File: src/hw/rtl/tefc_pkg.sv
package tefc_pkg;

  typedef enum logic [2:0] {
    PH_HDR,
    PH_PAY,
    PH_EHDR,
    PH_DIM,
    PH_DATA,
    PH_DONE,
    PH_DISC
  } phase_t;

  localparam logic [3:0] ST_OK       = 4'd0;
  localparam logic [3:0] ST_MAGIC    = 4'd1;
  localparam logic [3:0] ST_VERSION  = 4'd2;
  localparam logic [3:0] ST_RESERVED = 4'd3;
  localparam logic [3:0] ST_DTYPE    = 4'd4;
  localparam logic [3:0] ST_ORDER    = 4'd5;
  localparam logic [3:0] ST_RANK     = 4'd6;
  localparam logic [3:0] ST_DIMS     = 4'd7;
  localparam logic [3:0] ST_TRUNC    = 4'd8;
  localparam logic [3:0] ST_TRAIL    = 4'd9;

  localparam logic [2:0] ROLE_HDR  = 3'd0;
  localparam logic [2:0] ROLE_PAY  = 3'd1;
  localparam logic [2:0] ROLE_EHDR = 3'd2;
  localparam logic [2:0] ROLE_DIM  = 3'd3;
  localparam logic [2:0] ROLE_DATA = 3'd4;
  localparam logic [2:0] ROLE_DISC = 3'd5;

  localparam logic [1:0] REG_FRAME_KIND = 2'd0;
  localparam logic [1:0] REG_INT8_CODE  = 2'd1;
  localparam logic [1:0] REG_INT32_CODE = 2'd2;

  // Magic words as they arrive, first byte in the low lane.
  localparam logic [31:0] REQ_MAGIC = 32'h4B50_5243;
  localparam logic [31:0] RSP_MAGIC = 32'h5352_5243;

  localparam logic [4:0] REQ_HDR_LEN = 5'd24;
  localparam logic [4:0] RSP_HDR_LEN = 5'd12;
  localparam logic [7:0] VERSION    = 8'd1;

  typedef struct packed {
    logic       frame_kind;
    logic [7:0] int8_code;
    logic [7:0] int32_code;
  } cfg_t;

  typedef struct packed {
    logic [7:0] byte_out;
    logic [2:0] role;
    logic [7:0] entry_number;
    logic       frame_done;
    logic [3:0] status;
  } result_t;

endpackage

File: src/hw/rtl/tefc_parse.sv
module tefc_parse #(
  parameter int MAX_RANK = 4
) (
  input  logic              clk,
  input  logic              rst_n,
  input  tefc_pkg::cfg_t    cfg,
  input  logic              in_valid,
  output logic              in_ready,
  input  logic [7:0]        in_byte_value,
  input  logic              in_last_byte,
  output logic              res_valid,
  output tefc_pkg::result_t res,
  input  logic              res_ready
);

  localparam int RANK_W = $clog2(MAX_RANK + 1);

  tefc_pkg::phase_t  phase_r, phase_nxt;
  logic [4:0]        off_r, off_nxt;
  logic [31:0]       shift_r, shift_nxt;
  logic [31:0]       pay_r, pay_nxt;
  logic [31:0]       tens_r, tens_nxt;
  logic [8:0]        eidx_r, eidx_nxt;
  logic              esz4_r, esz4_nxt;
  logic [RANK_W-1:0] rank_r, rank_nxt;
  logic [RANK_W-1:0] dimc_r, dimc_nxt;
  logic [63:0]       ecnt_r, ecnt_nxt;
  logic [95:0]       acc_r, acc_nxt;
  logic [63:0]       drem_r, drem_nxt;
  logic [3:0]        err_r, err_nxt;

  logic              acc_in;
  logic [7:0]        b;
  logic [31:0]       asm_w;
  logic [31:0]       magic_w;
  logic [7:0]        magic_b;
  logic [4:0]        hlen;
  logic              hdr_end;
  logic [31:0]       pay_v;
  logic [31:0]       tens_v;
  logic [71:0]       prod;
  logic [95:0]       acc_v;
  logic [RANK_W-1:0] dimc_inc;
  logic [63:0]       drem_dec;
  logic [31:0]       tens_dec;

  assign in_ready = res_ready;
  assign acc_in   = in_valid & res_ready;
  assign b        = in_byte_value;

  assign asm_w = (off_r[1:0] == 2'd0) ? {24'b0, b}
               : (shift_r | ({24'b0, b} << {off_r[1:0], 3'b000}));
  assign magic_w = cfg.frame_kind ? tefc_pkg::RSP_MAGIC : tefc_pkg::REQ_MAGIC;
  assign magic_b = 8'(magic_w >> {off_r[1:0], 3'b000});
  assign hlen    = cfg.frame_kind ? tefc_pkg::RSP_HDR_LEN : tefc_pkg::REQ_HDR_LEN;
  assign hdr_end = ({1'b0, off_r} + 6'd1) >= {1'b0, hlen};

  // One byte lane of the dim times the running count, added at its lane.
  assign prod     = ecnt_r * b;
  assign acc_v    = ((off_r[1:0] == 2'd0) ? 96'b0 : acc_r)
                  + (({24'b0, prod}) << {off_r[1:0], 3'b000});
  assign dimc_inc = dimc_r + 1'b1;
  assign drem_dec = drem_r - 64'd1;
  assign tens_dec = tens_r - 32'd1;

  always_comb begin
    phase_nxt = phase_r;
    off_nxt   = off_r;
    shift_nxt = shift_r;
    pay_nxt   = pay_r;
    tens_nxt  = tens_r;
    eidx_nxt  = eidx_r;
    esz4_nxt  = esz4_r;
    rank_nxt  = rank_r;
    dimc_nxt  = dimc_r;
    ecnt_nxt  = ecnt_r;
    acc_nxt   = acc_r;
    drem_nxt  = drem_r;
    err_nxt   = err_r;
    pay_v     = pay_r;
    tens_v    = tens_r;
    unique case (phase_r)
      tefc_pkg::PH_HDR: begin
        shift_nxt = asm_w;
        if (off_r < 5'd4) begin
          if (b != magic_b) begin
            err_nxt = tefc_pkg::ST_MAGIC;
          end
        end else if (off_r == 5'd4) begin
          if (b != tefc_pkg::VERSION) begin
            err_nxt = tefc_pkg::ST_VERSION;
          end
        end else if (off_r == 5'd5) begin
          if (b != 8'd0) begin
            err_nxt = tefc_pkg::ST_VERSION;
          end
        end else if (!cfg.frame_kind) begin
          if ((off_r == 5'd6 || off_r == 5'd7 || off_r == 5'd18 || off_r == 5'd19)
              && b != 8'd0) begin
            err_nxt = tefc_pkg::ST_RESERVED;
          end else if (off_r == 5'd17 && b != cfg.int8_code && b != cfg.int32_code) begin
            err_nxt = tefc_pkg::ST_DTYPE;
          end
          if (off_r == 5'd11) pay_v = asm_w;
          if (off_r == 5'd15) tens_v = asm_w;
        end else begin
          if (off_r == 5'd11) tens_v = asm_w;
        end
        pay_nxt  = pay_v;
        tens_nxt = tens_v;
        if (err_nxt != tefc_pkg::ST_OK) begin
          phase_nxt = tefc_pkg::PH_DISC;
        end else if (hdr_end) begin
          off_nxt = 5'd0;
          if (!cfg.frame_kind && pay_v != 32'd0) begin
            phase_nxt = tefc_pkg::PH_PAY;
          end else begin
            phase_nxt = (tens_v == 32'd0) ? tefc_pkg::PH_DONE : tefc_pkg::PH_EHDR;
          end
        end else begin
          off_nxt = off_r + 5'd1;
        end
      end
      tefc_pkg::PH_PAY: begin
        pay_nxt = pay_r - 32'd1;
        if (pay_nxt == 32'd0) begin
          off_nxt   = 5'd0;
          phase_nxt = (tens_r == 32'd0) ? tefc_pkg::PH_DONE : tefc_pkg::PH_EHDR;
        end
      end
      tefc_pkg::PH_EHDR: begin
        off_nxt = off_r + 5'd1;
        case (off_r[1:0])
          2'd0: begin
            if (eidx_r[8] || b != eidx_r[7:0]) err_nxt = tefc_pkg::ST_ORDER;
          end
          2'd1: begin
            if (b == cfg.int8_code) esz4_nxt = 1'b0;
            else if (b == cfg.int32_code) esz4_nxt = 1'b1;
            else err_nxt = tefc_pkg::ST_DTYPE;
          end
          2'd2: begin
            if (b < 8'd1 || b > 8'(MAX_RANK)) err_nxt = tefc_pkg::ST_RANK;
            rank_nxt = b[RANK_W-1:0];
          end
          default: begin
            if (b != 8'd0) begin
              err_nxt = tefc_pkg::ST_RESERVED;
            end else begin
              phase_nxt = tefc_pkg::PH_DIM;
              off_nxt   = 5'd0;
              dimc_nxt  = '0;
              ecnt_nxt  = 64'd1;
            end
          end
        endcase
        if (err_nxt != tefc_pkg::ST_OK) phase_nxt = tefc_pkg::PH_DISC;
      end
      tefc_pkg::PH_DIM: begin
        shift_nxt = asm_w;
        acc_nxt   = acc_v;
        if (off_r[1:0] != 2'd3) begin
          off_nxt = {3'b000, off_r[1:0]} + 5'd1;
        end else if (asm_w == 32'd0 || acc_v[95:64] != 32'd0) begin
          err_nxt   = tefc_pkg::ST_DIMS;
          phase_nxt = tefc_pkg::PH_DISC;
        end else begin
          ecnt_nxt = acc_v[63:0];
          dimc_nxt = dimc_inc;
          off_nxt  = 5'd0;
          if (dimc_inc >= rank_r) begin
            if (esz4_r && acc_v[63:62] != 2'b00) begin
              err_nxt   = tefc_pkg::ST_DIMS;
              phase_nxt = tefc_pkg::PH_DISC;
            end else begin
              drem_nxt  = esz4_r ? {acc_v[61:0], 2'b00} : acc_v[63:0];
              phase_nxt = tefc_pkg::PH_DATA;
            end
          end
        end
      end
      tefc_pkg::PH_DATA: begin
        drem_nxt = drem_dec;
        if (drem_dec == 64'd0) begin
          tens_nxt  = tens_dec;
          if (!eidx_r[8]) eidx_nxt = eidx_r + 9'd1;
          off_nxt   = 5'd0;
          phase_nxt = (tens_dec == 32'd0) ? tefc_pkg::PH_DONE : tefc_pkg::PH_EHDR;
        end
      end
      tefc_pkg::PH_DONE: begin
        err_nxt   = tefc_pkg::ST_TRAIL;
        phase_nxt = tefc_pkg::PH_DISC;
      end
      default: begin
      end
    endcase
  end

  always_comb begin
    res.byte_out     = b;
    res.frame_done   = in_last_byte;
    res.entry_number = 8'd0;
    res.role         = tefc_pkg::ROLE_DISC;
    unique case (phase_r)
      tefc_pkg::PH_HDR:  res.role = tefc_pkg::ROLE_HDR;
      tefc_pkg::PH_PAY:  res.role = tefc_pkg::ROLE_PAY;
      tefc_pkg::PH_EHDR: res.role = tefc_pkg::ROLE_EHDR;
      tefc_pkg::PH_DIM:  res.role = tefc_pkg::ROLE_DIM;
      tefc_pkg::PH_DATA: res.role = tefc_pkg::ROLE_DATA;
      default:           res.role = tefc_pkg::ROLE_DISC;
    endcase
    if (phase_r == tefc_pkg::PH_EHDR || phase_r == tefc_pkg::PH_DIM
        || phase_r == tefc_pkg::PH_DATA) begin
      res.entry_number = eidx_r[8] ? 8'hFF : eidx_r[7:0];
    end
    res.status = err_nxt;
    if (in_last_byte && err_nxt == tefc_pkg::ST_OK && phase_nxt != tefc_pkg::PH_DONE) begin
      res.status = tefc_pkg::ST_TRUNC;
    end
    res_valid = in_valid;
  end

  always_ff @(posedge clk) begin
    if (!rst_n || (acc_in && in_last_byte)) begin
      phase_r <= tefc_pkg::PH_HDR;
      off_r   <= 5'd0;
      shift_r <= 32'd0;
      pay_r   <= 32'd0;
      tens_r  <= 32'd0;
      eidx_r  <= 9'd0;
      esz4_r  <= 1'b0;
      rank_r  <= '0;
      dimc_r  <= '0;
      ecnt_r  <= 64'd1;
      acc_r   <= 96'd0;
      drem_r  <= 64'd0;
      err_r   <= tefc_pkg::ST_OK;
    end else if (acc_in) begin
      phase_r <= phase_nxt;
      off_r   <= off_nxt;
      shift_r <= shift_nxt;
      pay_r   <= pay_nxt;
      tens_r  <= tens_nxt;
      eidx_r  <= eidx_nxt;
      esz4_r  <= esz4_nxt;
      rank_r  <= rank_nxt;
      dimc_r  <= dimc_nxt;
      ecnt_r  <= ecnt_nxt;
      acc_r   <= acc_nxt;
      drem_r  <= drem_nxt;
      err_r   <= err_nxt;
    end
  end

endmodule

File: config.mk
export PLATFORM = sky130hd
export DESIGN_NAME = tefc_parse
export DESIGN_NICKNAME = d
export VERILOG_FILES = /design/src/hw/rtl/tefc_pkg.sv /design/src/hw/rtl/tefc_parse.sv
export SDC_FILE = /design/constraint.sdc
export NUM_CORES = 2
export LEC_CHECK = 0
export ABC_AREA = 1
export BUFFER_PORTS_ARGS = -buffer_cell sky130_fd_sc_hd__buf_2
export CORE_UTILIZATION = 50
export DETAILED_ROUTE_END_ITERATION = 6
export PLACE_DENSITY = 0.65
export SYNTH_ARGS = -nofsm -noshare
export SYNTH_HDL_FRONTEND = slang
export SYNTH_SLANG_ARGS = --single-unit
export TNS_END_PERCENT = 1
File: constraint.sdc
create_clock -name clk -period 35.3 [get_ports clk]
set_input_delay 8.825 -clock clk [delete_from_list [all_inputs] [get_ports clk]]
set_output_delay 8.825 -clock clk [all_outputs]
set_load 0.02 [all_outputs]
==> results_dict.tcl <==
set metrics [dict create \
    layout-drive-gt1-share_pct 4.444 \
    slew_headroom_pct 7.703 \
    viasPerCell 5.604 \
    cts_resized 0 \
    setup-tns-final_ns 0 \
    clockBufferDepth 3 \
    clockRootBuffer "clkbuf_16" \
    fin_nets 8548 \
    drtIter0Drc 5810 \
    netlist_area_mm2 0.04944 \
    cp_data_arrival_time_ns 20.08 \
    fmax_mhz 34.60 \
    hold_viol 0 \
    clock_latency_ns 0.62 \
    endpoint_kind "output pin" \
    fill_cells 10313 \
    syn_to_final_growth_pct 4.907 \
    cts.sink_count 348 \
    grt_pass1_vias 48171 \
    postSynthCellCount 8136 \
    grt_max_degree 83 \
    pre_cts_slack_ns 6.836 \
    tightest_slew_ns 1.372 \
    ant_nets 0 \
    first_pass_iters 6 \
    boundaryPins 56 \
    synth.avg_cell_area_um2 6.077 \
    place.port_buffers 55 \
    setup_slack_ns 6.395 \
    vias 51793 \
    ys_ff_latch 348 \
    yosysWarnings 0 \
    drt_wl_total_um 199700 \
    rsz0062_at_grt "no" \
    synth_fp_nets 8755 \
    initial_core_util_pct 50.82 \
    setup_viol 0 \
    critical_path.startpoint_type "input port" \
    cellPowerDensity_mw_per_mm2 25.21 \
    multiInputGateArea_mm2 0.03464 \
    vdd_drop_max_mv 0.05686 \
    die_y_um 316.4 \
    post-cts-setup-buffer-count 0 \
    worstPathRequired_ns 26.47 \
    antenna_found_initial 7 \
    drv_slew 0 \
    grt_pass1_wl_um 296800 \
    p_leak_nw 29.41 \
    rows 114 \
    max-cap-violations 0 \
    cts_hold_buf 0 \
    synth_flop_cell "dfxtp_1" \
    ys_top_cells_by_area "fa_1 (15%), nand2_1 (15%), dfxtp_1 (14%)" \
    synth.largest_area_cell "fa_1" \
    cts_tree "built" \
    core-area_mm2 0.09728 \
    hold_path.class "register to register" \
    dp_hpwl_um 162100 \
    fin_worst_skew_ns 0.02924 \
    overflow 0 \
    cpMostUsedCell "nand2_1" \
    status "completed" \
    seq_area_frac_synth_pct 14.09 \
    period_share_pct 81.88 \
    criticalPathCategory "input port to output pin" \
    slowest_stage "nor4_1" \
    drc 0 \
    clkTransAtPathRegs_ns 0.06 \
    crit_fanout 29 \
    track_usage_pct 39.13 \
    synthDominantCellAreaShare_pct 15.10 \
    cts-buffers-inserted 45 \
    slowest_delay_ns 1.14 \
    htreeDepth 2 \
    synthArstFlopShare_pct 0 \
    die_width_um 316.4 \
    die-area_mm2 0.1001 \
    place.gp.congestion 1.063 \
    yosysUniqueCellTypes 68 \
    ff_latch_area_mm2 0.006975 \
    wire_per_inst_um 21.61 \
    synth_edf_count 0 \
    fin_crit_ns 28.90 \
]
power by group:
part | switching, mW | internal (mW)
sequential | 0.0112 | 0.402
combinational | 0.277 | 0.0958
clock | 0.209 | 0.313
through the flow:
stage	instances	power, mW	cell area [um^2]	hold slack (ns)	util [%]
finish	9242	1.308	51860	0.4528	53.32
global route	9241	1.352	51860	0.4653	53.31
CTS	9241	1.300	51860	0.4528	53.31
detailed placement	9158	0.7819	50230	0.4445	51.64
global placement	9158	0.7818	50230	0.4390	51.64
floorplan	8136	0.6578	49440	0.4280	-
routing by layer:
metal | wire length (um) | global-route usage (%) | up-vias
li1 | - | - | 24721
met1 | 84630 | 52.31 | 24357
met2 | 87290 | 61.26 | 2307
met3 | 16840 | 6.449 | 398
met4 | 10830 | 18.86 | 10
met5 | 79 | 0 | -
cell type report:
cell class	count	area share, %
multi-input combinational	5734	66.79
sequential	348	13.45
inverter	1698	12.30
tap	1276	3.078
clock buffer	57	2.434
timing repair buffer	102	1.240
clock inverter	26	0.7068
antenna	1	0.004825
cell usage in the layout, fill, tap and decap left out, types with 16 or more instances in the layout:
master     count
a211oi_1      53
a21oi_1      610
a31oi_1       44
buf_2         49
buf_4         53
clkbuf_16     46
dfxtp_1      345
fa_1         373
ha_1         215
inv_1       1649
inv_2         39
mux2i_1       22
nand2_1     1924
nand3_1      279
nand4_1       84
nor2_1       926
nor2_2        24
nor3_1       106
nor3_2        29
nor4_1        27
o211ai_1      64
o21ai_0      502
o21bai_1      33
o22ai_1       16
or2_2         23
xnor2_1       76
xor2_1       161
final timing paths:
check / to / startpoint / slack, ns / cells after the start
worst max-delay path: res[3] / in_byte_value[3] / 6.40 / 46
worst min register to register: rank_r[0] / rank_r[0] / 0.45 / 2
worst min-delay path: rank_r[0] / rank_r[0] / 0.45 / 2
worst max register to register: drem_r[44] / ecnt_r[7] / 23.21 / 42
flip-flops by register name (all words and copies together) (netlist names), 5 cells and up:
signal and cells:
tens_r 32, drem_r 64, eidx_r 9, shift_r 32, acc_r 96, off_r 5, ecnt_r 64, pay_r 32
worst max-delay path, delay by kind of cell:
kind | cells | cell delay (ns)
XOR/XNOR | 2 | 0.53
adder cells (fa/ha/maj) | 6 | 2.89
AO/OA/AOI/OAI | 5 | 1.57
AND/OR/NAND/NOR | 27 | 4.88
buffers and inverters | 6 | 1.30
cells by family after synthesis:
kind of cell,Yosys count,synth area share [%]
muxes,22,0.4454
DFF,348,14.09
buffers and inverters,2054,15.95
and+or+nand+nor,3482,29.08
xor gates and xnor gates,237,4.199
adders and majority gates,589,20.57
AOI/OAI and AO/OA,1404,15.66
synth_stat cells (all sizes together), types with 15 or more instances:
library cell,n
dfxtp,348
a31oi,44
clkbuf,236
nor2,954
xor2,161
a211oi,63
o21ai,513
nor3,136
buf,120
mux2i,22
a21oi,614
fa,373
nand2,1936
o21bai,33
nor4,29
or2,25
a21o,15
inv,1687
xnor2,76
ha,216
nand4,84
o22ai,16
o211ai,64
nand3,292
(Power assumes the default switching activity.)
